`config.mk`:
```
export PLATFORM = sky130hd
export DESIGN_NAME = ssc_delay
export DESIGN_NICKNAME = d
export VERILOG_FILES = /design/src/rtl/ssc_delay.sv
export SDC_FILE = /design/constraint.sdc
export NUM_CORES = 1
export LEC_CHECK = 0
export BUFFER_PORTS_ARGS = -buffer_cell sky130_fd_sc_hd__buf_2
export CAP_MARGIN = 20
export CORE_AREA = 4 4 41 43
export CTS_CLUSTER_DIAMETER = 60
export DETAILED_ROUTE_END_ITERATION = 16
export DIE_AREA = 0 0 45 47
export PLACE_DENSITY = 0.74
export SETUP_SLACK_MARGIN = 0.02
export SLEW_MARGIN = 20
export SYNTH_ARGS = -nofsm -noshare
export SYNTH_HDL_FRONTEND = slang
export SYNTH_SLANG_ARGS = --single-unit
```
`constraint.sdc`:
```
create_clock -name clk -period 2.3 [get_ports clk]
set_clock_uncertainty 0.2 [all_clocks]
set_input_delay 0.46 -clock clk [delete_from_list [all_inputs] [get_ports clk]]
set_output_delay 0.46 -clock clk [all_outputs]
set_load 0.01 [all_outputs]
```
`src/rtl/ssc_delay.sv`:
```
// Payload delay line that advances with the pipeline enable.
module ssc_delay #(
  parameter int W     = 8,
  parameter int DEPTH = 2
) (
  input  logic         clk,
  input  logic         en,
  input  logic [W-1:0] d,
  output logic [W-1:0] q
);

  logic [W-1:0] tap_r [DEPTH];

  // Shift one place per advancing cycle
  always_ff @(posedge clk) begin
    if (en) begin
      tap_r[0] <= d;
      for (int k = 1; k < DEPTH; k++) begin
        tap_r[k] <= tap_r[k-1];
      end
    end
  end

  assign q = tap_r[DEPTH-1];

endmodule

```
==> out/results.ini <==
[place]
io_buffers=17
dp.cells=48
finalWeightedCongestion=0.607
placed_cell_area_um2=584

[yosys]
synthesis.nets=34
synthCells=24
ys_seq_elements=16
synth_warnings=0
syn_area_per_cell_um2=22.5
synthesis.area_um2=541
ys_types=2
synth-seq-area-share=0.889

[drt]
viasPerCell=4.29
drt_pass1_iterations=2
detail-route-antenna-nets=0
drtIter0Drc=1
vias=219
routedWlPerCell_um=10.6
route.detailed.drc=0
drt_wl_total_um=539

[floorplanning]
start_util=0.415
chipWidth_um=45
dieArea_um2=2120
io_pins=18
fp.dieH_um=47
core-area_um2=1300
row_count=13

[critical_path]
critPathTopFamily=flip-flops
criticalPathCategory=flop to primary output
crit_path_max_incr_delay_ns=0.37
worst_ep_required_time_ns=1.64
cp_max_fo=1
crit_slowest_cell=edfxtp_1
cp.arrival_ns=0.78
path_buf_inv=1
crit_chain=buf_2
cp-end-kind=primary output
crit_path_start_kind=flop
reg2reg_slack_ns=1.48

[global_routing]
grt_max_degree=17
track_usage=0.0618
antenna_found_initial=0
grt_pass1_vias=224
grt_pass1_wl_um=862
overflow=0

[sta]
period_share=0.627
drv_slew=0
finalSetupTns_ns=0
period_needed_ns=1.44
max_freq_mhz=694
worst_pin_slew_ns=0.324
finalHoldViolations=0
setup_viol=0
rsz0062_at_grt=no
slew_headroom=0.784

[power_and_ir_drop]
ir_drop_v=0.000339
p_total_mw=0.506
leakage_nw=0.237
powerDensity_nw_per_um2=834

[finish]
antenna_cells=0
fin_util=0.466
fin_cells=51
reg_top3=tap_r x16
largest-register=tap_r
largest_reg_flops=16
drive_above_1_share=0.556
multi_input_area_um2=0
fin_area_um2=607
nets=48
syn_to_final_growth_pct=12.3
num-fill-cells=124
nMultiInputCombCells=0

[clocking]
postCtsSetupRepairBufs=0
clk_path_buf_depth=2
cts_tree=yes
post_cts.resized_instances=0
cts_buffers=3
cts_hold_buf=0
worstSkewPairLatency_ns=0.26
htree_levels=1
cts.clk_slew.worst_paths_ns=0.08
cts_root_buffer=clkbuf_4
clock-sinks=16

[hold_path]
hp-class=primary input to flop

[run_status]
outcome=completed

[job]
drv_cap=0

metal layers:
| layer | part of all wire | vias up | track usage |
|---|---|---|---|
| met1 | 0.36 | 96 | 0.0594 |
| met3 | 0.22 | 0 | 0.0345 |
| li1 | - | 105 | - |
| met5 | 0 | - | 0 |
| met4 | 0 | 0 | 0.0702 |
| met2 | 0.41 | 18 | 0.0876 |
cell usage after synthesis:
library cell / n / share of area
buf_4: 8 / 0.11
edfxtp_1: 16 / 0.89
path summary, 6_finish.rpt:
check,start,endpoint,cells past startpoint
max,tap_r[0][12]$_DFFE_PP_,q[4],1
min,d[2],tap_r[0][2]$_DFFE_PP_,1
max reg2reg,tap_r[0][4]$_DFFE_PP_,tap_r[0][12]$_DFFE_PP_,0
min reg2reg,tap_r[0][6]$_DFFE_PP_,tap_r[0][14]$_DFFE_PP_,0
placed cells by master (no fill, tap or decap):
cell	n
buf_2	17
clkbuf_4	3
edfxtp_1	16
cell type report:
class | instances | area (um^2) | area share
timing repair buffer | 17 | 85.1 | 0.140
tap | 15 | 18.8 | 0.0309
sequential | 16 | 480 | 0.792
clock buffer | 3 | 22.5 | 0.0371
cells by family (layout without fill, tap and decap cells):
| family | count (synthesis) | count (layout) | synth area share |
|---|---|---|---|
| buffers and inverters | 8 | 20 | 0.111 |
| DFF | 16 | 16 | 0.889 |
where the power goes:
part | switching, mW | total, mW | internal (mW)
Combinational | 0.0141 | 0.0253 | 0.0112
Sequential | 0.00426 | 0.349 | 0.345
Clock | 0.0712 | 0.132 | 0.0604
Total | 0.0895 | 0.506 | 0.417
stage by stage:
| stage | hold WS [ns] | worst slack, ns |
|---|---|---|
| finish | 0.163 | 0.858 |
| detailed placement | 0.205 | 0.996 |
| floorplan | 0.200 | 1.16 |
| global placement | 0.203 | 1.03 |
| CTS | 0.152 | 0.837 |
| global route | 0.145 | 0.809 |
(Power assumes the default switching activity.)
